$ cat config.mk
export PLATFORM = sky130hd
export DESIGN_NAME = bbd_interp
export DESIGN_NICKNAME = d
export VERILOG_FILES = /design/src/hw/rtl/bbd_pkg.sv /design/src/hw/rtl/bbd_interp.sv
export SDC_FILE = /design/constraint.sdc
export NUM_CORES = 1
export LEC_CHECK = 0
export BUFFER_PORTS_ARGS = -buffer_cell sky130_fd_sc_hd__buf_2
export CORE_MARGIN = 2
export CORE_UTILIZATION = 27
export DETAILED_ROUTE_END_ITERATION = 7
export PLACE_DENSITY_LB_ADDON = 0.08
export SETUP_SLACK_MARGIN = 0.3
export SLEW_MARGIN = 20
export SYNTH_ARGS = -nofsm -noshare
export SYNTH_HDL_FRONTEND = slang
export SYNTH_SLANG_ARGS = --single-unit
$ cat constraint.sdc
create_clock -name vclk -period 14.25
set_input_delay 2.85 -clock vclk [all_inputs]
set_output_delay 2.85 -clock vclk [all_outputs]
set_load 0.005 [all_outputs]
$ cat src/hw/rtl/bbd_pkg.sv
// Shared types and constants for the bilinear Bayer demosaic core.
// Used by the line store, window cell, interpolation and top-level modules.
// No dependencies.
package bbd_pkg;

    // One raw sample or one output color channel.
    localparam int PIX_W = 8;
    typedef logic [PIX_W-1:0] pix_t;

    // Configuration register widths and the write data width.
    localparam int CFG_WIDTH_BITS  = 12;
    localparam int CFG_HEIGHT_BITS = 13;
    localparam int CFG_DATA_W      = 13;
    localparam int CFG_ADDR_W      = 1;

    // Configuration register indexes.
    localparam logic [CFG_ADDR_W-1:0] CFG_IDX_WIDTH  = 1'b0;
    localparam logic [CFG_ADDR_W-1:0] CFG_IDX_HEIGHT = 1'b1;

    // Number of cells in the window chain.
    localparam int WIN_COLS = 3;

    // One window column: three vertically adjacent samples, oldest row on top.
    typedef struct packed {
        pix_t top;
        pix_t mid;
        pix_t bot;
    } col_t;

    // Position flags of the pixel at the window center.
    typedef struct packed {
        logic row_odd;
        logic col_odd;
        logic has_top;
        logic has_bot;
        logic has_left;
        logic has_right;
        logic frame_end;
    } pos_t;

    // Interpolated output pixel.
    typedef struct packed {
        pix_t blue;
        pix_t green;
        pix_t red;
    } rgb_t;

endpackage

$ cat src/hw/rtl/bbd_interp.sv
// Bilinear interpolation of the missing colors at the window center.
// Depends on bbd_pkg for the column, position and pixel types.
module bbd_interp (
    input  bbd_pkg::col_t win_left,
    input  bbd_pkg::col_t win_center,
    input  bbd_pkg::col_t win_right,
    input  bbd_pkg::pos_t pos,
    output bbd_pkg::rgb_t rgb
);

    // Division by three as a multiply by 683/2048, exact for sums up to 765.
    localparam logic [9:0] Recip3      = 10'd683;
    localparam int         Recip3Shift = 11;

    logic [9:0] vert_sum, horiz_sum, cross_sum, diag_sum;
    logic [2:0] vert_cnt, horiz_cnt, cross_cnt, diag_cnt;
    bbd_pkg::pix_t vert_mean, horiz_mean, cross_mean, diag_mean;

    function automatic logic [9:0] masked(bbd_pkg::pix_t p, logic en);
        return en ? 10'(p) : 10'd0;
    endfunction

    function automatic bbd_pkg::pix_t mean_of(logic [9:0] sum, logic [2:0] cnt);
        logic [19:0] prod;
        bbd_pkg::pix_t res;
        prod = 20'(sum) * 20'(Recip3);
        unique case (cnt)
            3'd1:    res = sum[7:0];
            3'd2:    res = sum[8:1];
            3'd3:    res = prod[Recip3Shift +: bbd_pkg::PIX_W];
            3'd4:    res = sum[9:2];
            default: res = '0;
        endcase
        return res;
    endfunction

    // Neighbor sums over the samples that lie inside the frame.
    always_comb begin
        vert_sum  = masked(win_center.top, pos.has_top) + masked(win_center.bot, pos.has_bot);
        vert_cnt  = 3'(pos.has_top) + 3'(pos.has_bot);
        horiz_sum = masked(win_left.mid, pos.has_left) + masked(win_right.mid, pos.has_right);
        horiz_cnt = 3'(pos.has_left) + 3'(pos.has_right);
        cross_sum = vert_sum + horiz_sum;
        cross_cnt = vert_cnt + horiz_cnt;
        diag_sum  = masked(win_left.top,  pos.has_top && pos.has_left)
                  + masked(win_right.top, pos.has_top && pos.has_right)
                  + masked(win_left.bot,  pos.has_bot && pos.has_left)
                  + masked(win_right.bot, pos.has_bot && pos.has_right);
        diag_cnt  = 3'(pos.has_top && pos.has_left) + 3'(pos.has_top && pos.has_right)
                  + 3'(pos.has_bot && pos.has_left) + 3'(pos.has_bot && pos.has_right);
        vert_mean  = mean_of(vert_sum, vert_cnt);
        horiz_mean = mean_of(horiz_sum, horiz_cnt);
        cross_mean = mean_of(cross_sum, cross_cnt);
        diag_mean  = mean_of(diag_sum, diag_cnt);
    end

    // Pick the channel sources from the color of the center pixel.
    always_comb begin
        unique case ({pos.row_odd, pos.col_odd})
            2'b00: begin
                // Green on a green-blue row.
                rgb.red   = vert_mean;
                rgb.green = win_center.mid;
                rgb.blue  = horiz_mean;
            end
            2'b01: begin
                // Blue site.
                rgb.red   = diag_mean;
                rgb.green = cross_mean;
                rgb.blue  = win_center.mid;
            end
            2'b10: begin
                // Red site.
                rgb.red   = win_center.mid;
                rgb.green = cross_mean;
                rgb.blue  = diag_mean;
            end
            default: begin
                // Green on a red-green row.
                rgb.red   = horiz_mean;
                rgb.green = win_center.mid;
                rgb.blue  = vert_mean;
            end
        endcase
    end

endmodule

---- After elaboration in Yosys (flattened, before gate mapping) ----
Cells that the tools add are included.
word-level totals
  register bits ........................... 0
  input port bits ......................... 79
  output and inout bits ................... 24
  word-level logic and storage cells ...... 52
cells by class
  $add $sub $neg .......................... 12
  $mul .................................... 4
  eq/ne operators ......................... 18
  mux-type cells .......................... 13
  reductions and logical operators ........ 5
operators by type and width
  cell                                                                    count
  8-bit case mux with 4 select lines                                      4
  24-bit case mux with 3 select lines                                     1
  8-bit 2-to-1 mux                                                        8
  10-bit by 10-bit multiplier with 19-bit output (second input constant)  2
  9-bit by 10-bit multiplier with 19-bit output (second input constant)   2
  8-bit by 8-bit adder with 9-bit output                                  3
  3-bit by 2-bit equality test with 1-bit output (second input constant)  4
  10-bit by 8-bit adder with 10-bit output                                1
  9-bit by 8-bit adder with 10-bit output                                 1
  9-bit by 9-bit adder with 10-bit output                                 1
  2-bit equality test (second input constant)                             5
  1-bit by 1-bit adder with 2-bit output                                  3
  2-bit by 1-bit equality test with 1-bit output (second input constant)  3
  2-bit by 3-bit equality test with 1-bit output (second input constant)  2
  3-bit by 1-bit equality test with 1-bit output (second input constant)  2
  3-bit equality test (second input constant)                             2
  1-bit logical AND                                                       4
  2-bit by 1-bit adder with 3-bit output                                  1
  2-bit by 2-bit adder with 3-bit output                                  1
  3-bit by 1-bit adder with 3-bit output                                  1
  2-bit zero test                                                         1

---- Logic depth before layout (Yosys ltp) ----
  depth in word-level cells ............... 8
  gate-level depth with buffers ........... 34
  gate-level depth less buffers ........... 33

---- Worst setup path before layout ----
OpenSTA, ideal clock, no wires.
  kind .................................... input port to output port
  start ................................... input pos[2] (netlist bit)
  end ..................................... output rgb[23] (netlist bit)
  data arrival time ....................... 10.448 ns
  required time ........................... 11.400 ns
  path slack .............................. 0.952 ns
  cell stages on the path ................. 34
  path through ............................ clkbuf_1 -> and3_1 -> fa_1 -> inv_1 -> fa_1 -> inv_1 -> ha_1 -> inv_1 -> fa_1 -> nor2b_1 -> o21ai_1 -> a21oi_1 -> or4_1 -> and2_1 -> clkbuf_1 -> xnor2_1 -> ha_1 -> inv_1 -> fa_1 -> inv_1 -> fa_1 -> inv_1 -> fa_1 -> inv_1 -> ha_1 -> and3_1 -> a31o_2 -> a2111oi_1 -> nor3_1 -> o31a_1 -> o21a_1 -> or3_1 -> a31oi_1 -> mux4_2
RTL lines
  what                line             RTL
  start: declaration  bbd_interp.sv:7  input bbd_pkg::pos_t pos,
  end: declaration    bbd_interp.sv:8  output bbd_pkg::rgb_t rgb

==> results.yml <==
min_path:
  hp-class: "in -> out"
  hold_depth: 3
setup_path:
  slowest_stage: "fa_1"
  max_stage_delay_ns: 0.53
  worstSetupPathType: "in -> out"
  cp_max_fo: 11
  critPathLaunchType: "primary input"
  crit_arrival_ns: 10.73
  cp.required_ns: 11.40
  crit_path_end_kind: "output pin"
global_routing:
  grt_first_pass_wirelength_mm: 46.3
  use_met1_pct: 23.6
  met3_usage_pct: 1.11
  grt_max_degree: 29
  grtUsageTotal_pct: 16.0
  grt_remaining_overflow: 0
  top_usage_layer: "met2"
  met2_usage_pct: 26.6
  antenna_found_initial: 0
  grt_pass1_vias: 8379
logic_synthesis:
  netlist.area_leader.share_pct: 31.3
  syn_avg_cell_area_sq_um: 8.42
  synth_area_sq_um: 9600
  syn_nets: 1560
  ys_top_cells_by_count: "240 x ha_1, 221 x inv_1, 101 x fa_1"
  synth.largest_area_cell: "ha_1"
  synth.most_common_cell: "ha_1"
  netlist_instances: 1140
  synth_warnings: 0
  yosysSeqAreaShare_pct: 0
  synthTopCellsByArea: "ha_1 31%, fa_1 21%, inv_1 8.6%"
  yosysUniqueCellTypes: 63
route:
  via_per_inst: 4.76
  postRouteWirelength_mm: 29.2
  route.detailed.wl_per_inst_um: 16.9
  ant_nets: 0
  drt_iter0_markers: 310
  drc_errors: 0
  via_count: 8222
  first_pass_iters: 5
placed_design:
  dp_cells: 1722
  hpwlAfterDp_mm: 26.6
  dp_slack_ns: 0.231
  portBuffers: 102
  globalplace.congestion: 0.798
run_status:
  outcome: "completed"
floorplanning:
  ios: 103
  die_x_um: 193
  dieArea_sq_um: 37100
  row_count: 69
  core_area_sq_um: 35300
  die_y_um: 193
  initial_core_util_pct: 27.2
cells_and_area:
  fin_util_pct: 31.5
  antenna_cells: 0
  nClkBuffers: 0
  design.seq.count: 0
  final.fill_count: 3833
  layout-drive-gt1-share_pct: 15.5
  areaGrowthSynthToFinish_pct: 15.8
  ff_latch_area_sq_um: 0
  final_cells: 1729
  fin_nets: 1690
sta:
  hold_viol_final: 0
  setup_viol: 0
  fin_crit_ns: 13.58
  period_share_pct: 95.3
  timing.final.ws_setup_ns: 0.669
  fmax_mhz: 73.6
  relSlewSlack_pct: 51.6
  fin_setup_tns_ns: 0
  tightest_slew_ns: 0.723
  maxSlewViolCount: 0
  rsz0062_at_grt: "no"
run:
  drv_cap: 0
cts:
  cts_hold_buf: 0
==> worst paths after layout <==
check      startpoint  endpoint  slack (ns)
min    win_center[12]   rgb[12]        6.04
max            pos[2]   rgb[23]        0.67
==> worst max-delay path: cells and delay by family <==
kind / cells / cell delay, ns
AND/OR/NAND/NOR: 7 / 1.46
multiplexers: 1 / 0.33
buffers and inverters: 10 / 1.00
adder cells (fa/ha/maj): 10 / 3.55
AO/OA/AOI/OAI: 7 / 1.52
==> what timing repair did <==
item	4_1_cts	5_1_grt
resized for setup	4	29
endpoints found under the setup margin	2	19
setup buffers	0	7
pin swaps	0	12
==> cell usage in the layout (no fill, tap or decap), types with 4 or more instances in the layout <==
cell type  count
buf_4         47
o21ai_0       28
xnor2_1       34
a21o_1        22
nand3_1       14
ha_1         240
nand2b_1      11
mux2i_1        4
o21a_1        13
a211oi_1       4
a21oi_2        6
a221o_1        4
inv_1        220
a31oi_1        9
mux4_2        11
o31a_1         5
nand2_1       59
o22ai_1        8
nor3_1        18
a21oi_1       47
xor2_1        18
buf_6          4
o211ai_1       4
nand4_1        6
or3_1          9
nor2b_1       19
o31ai_1        5
and3_1        25
buf_2        100
nor2_1        46
fa_1         100
o21ai_1        5
and2_1        37
a22oi_1       21
==> final cells by class <==
cell class | count | area (sq um) | area share, %
inverters | 221 | 830 | 7.46
repair buffers | 151 | 898 | 8.08
multi-input cells | 896 | 8810 | 79.3
well taps | 461 | 577 | 5.19
==> layer usage <==
layer  up-vias  wire [um]
met2       114      13500
met3        10        848
li1       4173          -
met1      3925      14600
met5         -          0
met4         0        279
==> through the flow <==
step           hold WS (ns)  cell area (sq um)
3_3_place_gp           6.04              10900
3_5_place_dp           6.04              10900
5_1_grt                6.06              11100
4_1_cts                6.04              10900
6_report               6.04              11100
2_1_floorplan          5.80               9600
==> kinds of logic (layout without fill, tap and decap cells) <==
kind of cell,count (synthesis),after routing,synth area share [%]
and+or+nand+nor,262,262,13.9
buffers and inverters,244,372,9.59
xor gates and xnor gates,56,56,5.11
adders and majority gates,341,341,52.3
muxes,15,15,3.00
AOI/OAI and AO/OA,222,222,16.0
Power is not shown: default switching activity piles up to over one toggle a cycle in this logic, so the estimate is an artifact.
