**src/hw/rtl/bbd_pkg.sv**
```systemverilog
// Shared types and constants for the bilinear Bayer demosaic core.
// Used by the line store, window cell, interpolation and top-level modules.
// No dependencies.
package bbd_pkg;

    // One raw sample or one output color channel.
    localparam int PIX_W = 8;
    typedef logic [PIX_W-1:0] pix_t;

    // Configuration register widths and the write data width.
    localparam int CFG_WIDTH_BITS  = 12;
    localparam int CFG_HEIGHT_BITS = 13;
    localparam int CFG_DATA_W      = 13;
    localparam int CFG_ADDR_W      = 1;

    // Configuration register indexes.
    localparam logic [CFG_ADDR_W-1:0] CFG_IDX_WIDTH  = 1'b0;
    localparam logic [CFG_ADDR_W-1:0] CFG_IDX_HEIGHT = 1'b1;

    // Number of cells in the window chain.
    localparam int WIN_COLS = 3;

    // One window column: three vertically adjacent samples, oldest row on top.
    typedef struct packed {
        pix_t top;
        pix_t mid;
        pix_t bot;
    } col_t;

    // Position flags of the pixel at the window center.
    typedef struct packed {
        logic row_odd;
        logic col_odd;
        logic has_top;
        logic has_bot;
        logic has_left;
        logic has_right;
        logic frame_end;
    } pos_t;

    // Interpolated output pixel.
    typedef struct packed {
        pix_t blue;
        pix_t green;
        pix_t red;
    } rgb_t;

endpackage

```
**src/hw/rtl/bbd_window_cell.sv**
```systemverilog
// One column cell of the 3x3 window chain; passes its column to the next cell.
// Depends on bbd_pkg for the column type.
module bbd_window_cell (
    input  logic          aclk,
    input  logic          aresetn,
    input  logic          shift_en,
    input  bbd_pkg::col_t col_in,
    output bbd_pkg::col_t col_out
);

    bbd_pkg::col_t col_reg;

    // Take the neighbor's column on every accepted input transfer.
    always_ff @(posedge aclk) begin
        if (!aresetn) begin
            col_reg <= '0;
        end else if (shift_en) begin
            col_reg <= col_in;
        end
    end

    assign col_out = col_reg;

endmodule

```
**config.mk**
```make
export PLATFORM = sky130hd
export DESIGN_NAME = bbd_window_cell
export DESIGN_NICKNAME = d
export VERILOG_FILES = /design/src/hw/rtl/bbd_pkg.sv /design/src/hw/rtl/bbd_window_cell.sv
export SDC_FILE = /design/constraint.sdc
export NUM_CORES = 1
export LEC_CHECK = 0
export CORE_UTILIZATION = 55
export DETAILED_ROUTE_END_ITERATION = 8
export DONT_BUFFER_PORTS = 1
export PLACE_DENSITY = 0.72
export SLEW_MARGIN = 20
export SYNTH_ARGS = -nofsm -noshare
export SYNTH_HDL_FRONTEND = slang
export SYNTH_SLANG_ARGS = --single-unit
export TNS_END_PERCENT = 20
```
**constraint.sdc**
```tcl
create_clock -name aclk -period 1.1 [get_ports aclk]
set_input_delay 0.11 -clock aclk [delete_from_list [all_inputs] [get_ports aclk]]
set_output_delay 0.11 -clock aclk [all_outputs]
set_load 0.03 [all_outputs]
```
* Word-level counts from Yosys, hierarchy flattened
Index checks and enable logic that the tools add are counted.
** Storage, ports and cells
- Register bits after elaboration :: 24
- Latch bits :: 0
- Bits in writable memories :: 0
- ROM bits :: 0
- Input port bits :: 27
- Output and inout bits :: 24
- Word-level logic and storage cells :: 3
- Memories :: 0
** Operators by class
- Add/sub/neg operators :: 0
- Multiply operators :: 0
- Divide/modulo/power cells :: 0
- Magnitude comparators :: 0
- Eq/ne operators :: 0
- Shift-type cells :: 0
- Mux-type cells :: 0
- Bitwise logic cells :: 0
- Reduce and logical (&&, ||, !) cells :: 0

* Logic depth before layout (Yosys ltp)
Gate-level depths: netlist of run 1.
- Depth in word-level cells :: 0
- Mapped depth :: 4

* Worst setup path before layout of run 1
No wires, ideal clock.
- Path type :: reg-to-reg
- Start point :: register, netlist name col_out[0]
- End point :: register col_reg, in the netlist col_out[0]
- Setup time :: 65 ps
- Data arrival time :: 686 ps
- Setup slack :: 349 ps
- Cell stages (with the launch flop) :: 3
- Path buffers :: 0
- Path through :: dfxtp_1 -> mux2i_1 -> nor2b_1
** RTL lines
- end signal: assignment :: line bbd_window_cell.sv:18 : col_reg <= col_in;
- end: declaration :: line bbd_window_cell.sv:11 : bbd_pkg::col_t col_reg;

* Worst setup path after layout of run 1
- Start point :: register col_reg, in the netlist col_out[0]
- End point :: output col_out[0] in the netlist's numbering
** RTL lines
- end: declaration :: line bbd_window_cell.sv:8 : output bbd_pkg::col_t col_out
No word-level cell between the ends.

==> results.cfg, run 1 <==
[run_status]
status = finished, violations left
violations = hold timing

[min_path]
hp-class = in -> reg
whs_path_depth = 2
hold_end = col_out[10]
hold_start = shift_en

[yosys]
synth_edf_count = 0
syn_inst = 77
synth.net_count = 104
post_synth_main_area_contributors = dfxtp_1 (52%), mux2i_1 (26%), nor2b_1 (16%)
ys_async_sr_fraction_pct = 0
synth_top_area_cell = dfxtp_1
seq_area_frac_synth_pct = 51.7
yosysWarnings = 0
syn_avg_cell_area_sq_um = 12.1
netlist_area_sq_um = 930
synth_flop_cell = dfxtp_1
ys_ff_latch = 24
synth_top_area_share_pct = 51.7
synth_common_cells = dfxtp_1 (24), mux2i_1 (24), nor2b_1 (24)
ys_types = 6

[sta]
hold_violations = 11
tightest_slew_ns = 0.626
setup_viol = 0
tns_ns = 0
fin_crit_ns = 0.983
finalCritPeriodShare_pct = 89.4
hold-worst-slack_ns = -0.0257
relSlewSlack_pct = 58.2
fin_worst_skew_ns = 0
rsz0062_at_grt = no
max_clock_freq_mhz = 1020
drv_slew = 0

[place]
port_buffers = 0
place_congestion = 0.545

[critical_path]
cp_max_fo = 2
cp.arrival_ns = 0.87
r2r_cells = 2
crit_chain = buf_4
rr_endpoint = col_out[6]
crit_buf_inv = 1
worstSetupEndpointType = output port
worst_path_largest_cell_delay_ns = 0.39
crit_required_ns = 0.99
crit_path_top_delay_cell = dfxtp_1
worstReg2RegStart = col_out[6]
rrSetupSlack_ns = 0.40
start_kind = flip-flop
criticalPathCategory = reg -> out
crit_family = flip-flops

[clocking]
clk-insertion-delay-late_ns = 0.31
cts_buffers = 3
h-tree-depth = 1
cts_hold_buffers = 25
cts_tree = built
post_cts_buffers = 0
path_clk_slew_ns = 0.13
cts-root-buf = clkbuf_4
cts.sinks = 24
clockBufferDepth = 2

[global_route]
grt_antenna_before_repair = 0
grt_max_degree = 25
gr-total-overflow = 0
first_global_vias = 694
grt_pass1_wl_mm = 3.15
grt_use_total_pct = 23.4

[cells_and_area]
nNetsFinal = 153
largest_register_ffs = 24
antenna_cells = 0
drive_gt1_share_pct = 22.4
syn_to_final_growth_pct = 46.3

[detailed_routing]
routed_wl_mm = 2.14
vias = 696
ant_nets = 0
routedWlPerCell_um = 15.1
vias_per_cell = 4.94
firstDrtPassIters = 2
initialDrtViolationCount = 4
drc = 0

[pwr]
power-per-cell-area_mw_per_mm2 = 1310
leakage_nw = 0.641
peakVddDrop_mv = 1.24

[floorplanning]
die_area_sq_mm = 0.00186
io_pins = 51
num_rows = 14
die_h_um = 43.1
core_sq_mm = 0.00154
die_w_um = 43.1
start_util_pct = 60.3

[run]
maxCapViolCount = 0
## worst max-delay path by stage
stage                            from     endpoint  slack, ns  cells after the start
after global placement    col_out[15]  col_out[15]       0.52                      2
after detailed placement  col_out[15]  col_out[15]       0.47                      2
after global routing       col_out[0]   col_out[0]       0.08                      1
final                      col_out[0]   col_out[0]       0.12                      1
after CTS                     aresetn  col_out[14]       0.10                      2
after floorplan            col_out[0]   col_out[0]       0.35                      2
## kinds of logic after synthesis
logic type             share of synthesized area, %
and+or+nand+nor                                16.2
muxes                                          25.8
buffers and inverters                          6.33
DFF                                            51.7
## final cells by class
type | count | area (sq um)
clock buffer | 4 | 36.3
fill | 73 | 181
multi-input combinational | 48 | 390
sequential | 24 | 480
tap | 16 | 20.0
timing repair buffer | 49 | 433
## cell usage in the layout, fill, tap and decap left out
cell | synthesis | layout
clkbuf_8 | 0 | 1
mux2i_1 | 24 | 24
nor2b_1 | 24 | 24
dfxtp_1 | 24 | 24
dlygate4sd3_1 | 0 | 24
buf_4 | 0 | 24
clkbuf_4 | 0 | 3
dlymetal6s4s_1 | 0 | 1
## stage by stage
step	util [%]	instances	power (mW)	instance area [sq um]	setup WS, ns
6_report	88.2	141	1.78	1360	0.117
5_1_grt	88.2	141	1.83	1360	0.0844
4_1_cts	88.1	141	1.77	1360	0.103
3_5_place_dp	69.5	112	1.24	1070	0.466
3_3_place_gp	69.5	112	1.24	1070	0.521
2_1_floorplan	-	77	1.20	930	0.349
## where the power goes
group	total [mW]	internal [mW]	switching, mW
logic	0.368	0.187	0.181
registers	0.950	0.921	0.0286
clock network	0.459	0.202	0.257
## routing by layer
metal	wire length, um	GRT usage, %	part of all wire [%]
met5	0	0	0
met1	808	23.1	38
met4	34	9.70	1.6
met2	1200	46.6	56
met3	93	3.40	4.4
## repair_timing
| item | CTS | global route |
|---|---|---|
| hold endpoints to repair | 24 | 10 |
| setup endpoints to repair | 0 | 5 |
| gates resized for setup | 0 | 1 |
No activity file was read; power rests on OpenSTA's default activity.
==> inputs of run 2 (changes only) <==
==> constraint.sdc (replaced) <==
create_clock -name aclk -period 1.1 [get_ports aclk]
set_input_delay 0.22 -clock aclk [delete_from_list [all_inputs] [get_ports aclk]]
set_output_delay 0.22 -clock aclk [all_outputs]
set_load 0.03 [all_outputs]
==> run 2 against run 1 <==
  * Sequential power grew 11%
  * Largest cell class unchanged
  * Critical path depth shrank 1
  * Critical path type unchanged
  * The run now ends clean
  * Clock power shrank 3%
  * Final cell count shrank 35%
  * Flip-flop and latch count is the same
  * Die area is the same
==> results.cfg, run 2 (synthesis gave the netlist of run 1 again) <==
[run_status]
status = completed

[cells_and_area]
drive_gt1_share_pct = 5.26
largest_register_ffs = 24
final_cells = 92
utilization_pct = 60.1
final_cell_mix = mux2i_1 (24), nor2b_1 (24), dfxtp_1 (24), clkbuf_4 (3), clkbuf_8 (1)
antenna_cells = 0
nNetsFinal = 104
syn_to_final_growth_pct = -0.269

[min_path]
hold_start = aresetn
hp-class = in -> reg

[sta]
finalCritPeriodShare_pct = 96.3
tightest_slew_ns = 0.334
fin_crit_ns = 1.06
relSlewSlack_pct = 77.7
hold_violations = 0
max_clock_freq_mhz = 944
tns_ns = 0
setup_viol = 0
fin_worst_skew_ns = 0
drv_slew = 0
rsz0062_at_grt = no

[critical_path]
criticalPathCategory = reg -> out
start_kind = flip-flop
crit_start = col_out[4]
cp.arrival_ns = 0.84
cp_max_fo = 2
worstSetupEndpointType = output port
worstReg2RegStart = col_out[0]
crit_required_ns = 0.88

[place]
placed_cells = 88
hpwl_um = 911
place_congestion = 0.550
port_buffers = 0

[clocking]
h-tree-depth = 1
clk-insertion-delay-late_ns = 0.30
cts_buffers = 3
cts.sinks = 24
path_clk_slew_ns = 0.12
post_cts_resized = 0
cts_hold_buffers = 0
cts-root-buf = clkbuf_4
post_cts_buffers = 0
cts_tree = built
clockBufferDepth = 2

[floorplanning]
core_sq_mm = 0.00154
num_rows = 14
die_area_sq_mm = 0.00186
die_w_um = 43.1
die_h_um = 43.1
io_pins = 51
start_util_pct = 60.3

[pwr]
peakVddDrop_mv = 1.05
p_switching_uw = 401
pwr-share-comb_pct = 5.8
leakage_nw = 0.402
p_sw_share_pct = 25.2
p_seq_share_pct = 66.3
power-per-cell-area_mw_per_mm2 = 1720
power.share.clock_pct = 27.9
intPower_mw = 1.19

[global_route]
grt_antenna_before_repair = 0
grt_pass1_wl_mm = 2.04
grt_use_total_pct = 14.5
grt_max_degree = 25
gr-total-overflow = 0
first_global_vias = 496

[detailed_routing]
routedWlPerCell_um = 14.2
vias = 497
routed_wl_mm = 1.31
drc = 0
initialDrtViolationCount = 3
firstDrtPassIters = 2
ant_nets = 0
vias_per_cell = 5.40

[run]
maxCapViolCount = 0
-- run 2: cell count changes in the layout (fill, tap and decap cells not counted), sizes merged --
cell,previous run,this run
buf,24,0
dlymetal6s4s,1,0
dlygate4sd3,24,0
-- run 2: path summary, 6_finish.rpt --
kind                 end  slack [ns]  cells past startpoint
min          col_out[23]        0.04                      1
max reg2reg   col_out[0]        0.26                      2
max           col_out[4]        0.04                      0
min reg2reg  col_out[23]        0.67                      2
-- run 2: metrics by stage --
stage	setup slack [ns]	power, mW	area, sq um	hold WS [ns]
after floorplan	0.292	1.20	930	0.348
after global placement	0.313	1.16	891	0.352
after detailed placement	0.274	1.17	891	0.356
after CTS	0.0193	1.62	927	0.0249
after global routing	0.00272	1.65	927	0.0246
final	0.0406	1.59	927	0.0405
-- run 2: area by class of cell --
type	instances	area, sq um
Clock buffer	4	36.3
Fill cell	142	614
Multi-Input combinational cell	48	390
Sequential cell	24	480
Tap cell	16	20.0
-- run 2: power by group through the flow --
stage               sequential (mW)  clock [mW]  combinational, mW
floorplan                      1.07           0              0.128
global placement               1.07           0             0.0896
detailed placement             1.07           0             0.0952
CTS                            1.06       0.466             0.0946
global route                   1.06       0.485              0.106
finish                         1.05       0.443             0.0929
-- run 2: layer usage --
metal | vias up | global-route usage, % | routed length, um
li1 | 250 | - | -
met1 | 221 | 15.8 | 525
met2 | 24 | 25.1 | 660
met3 | 2 | 2.98 | 113
met4 | 0 | 9.09 | 9
met5 | - | 0 | 0
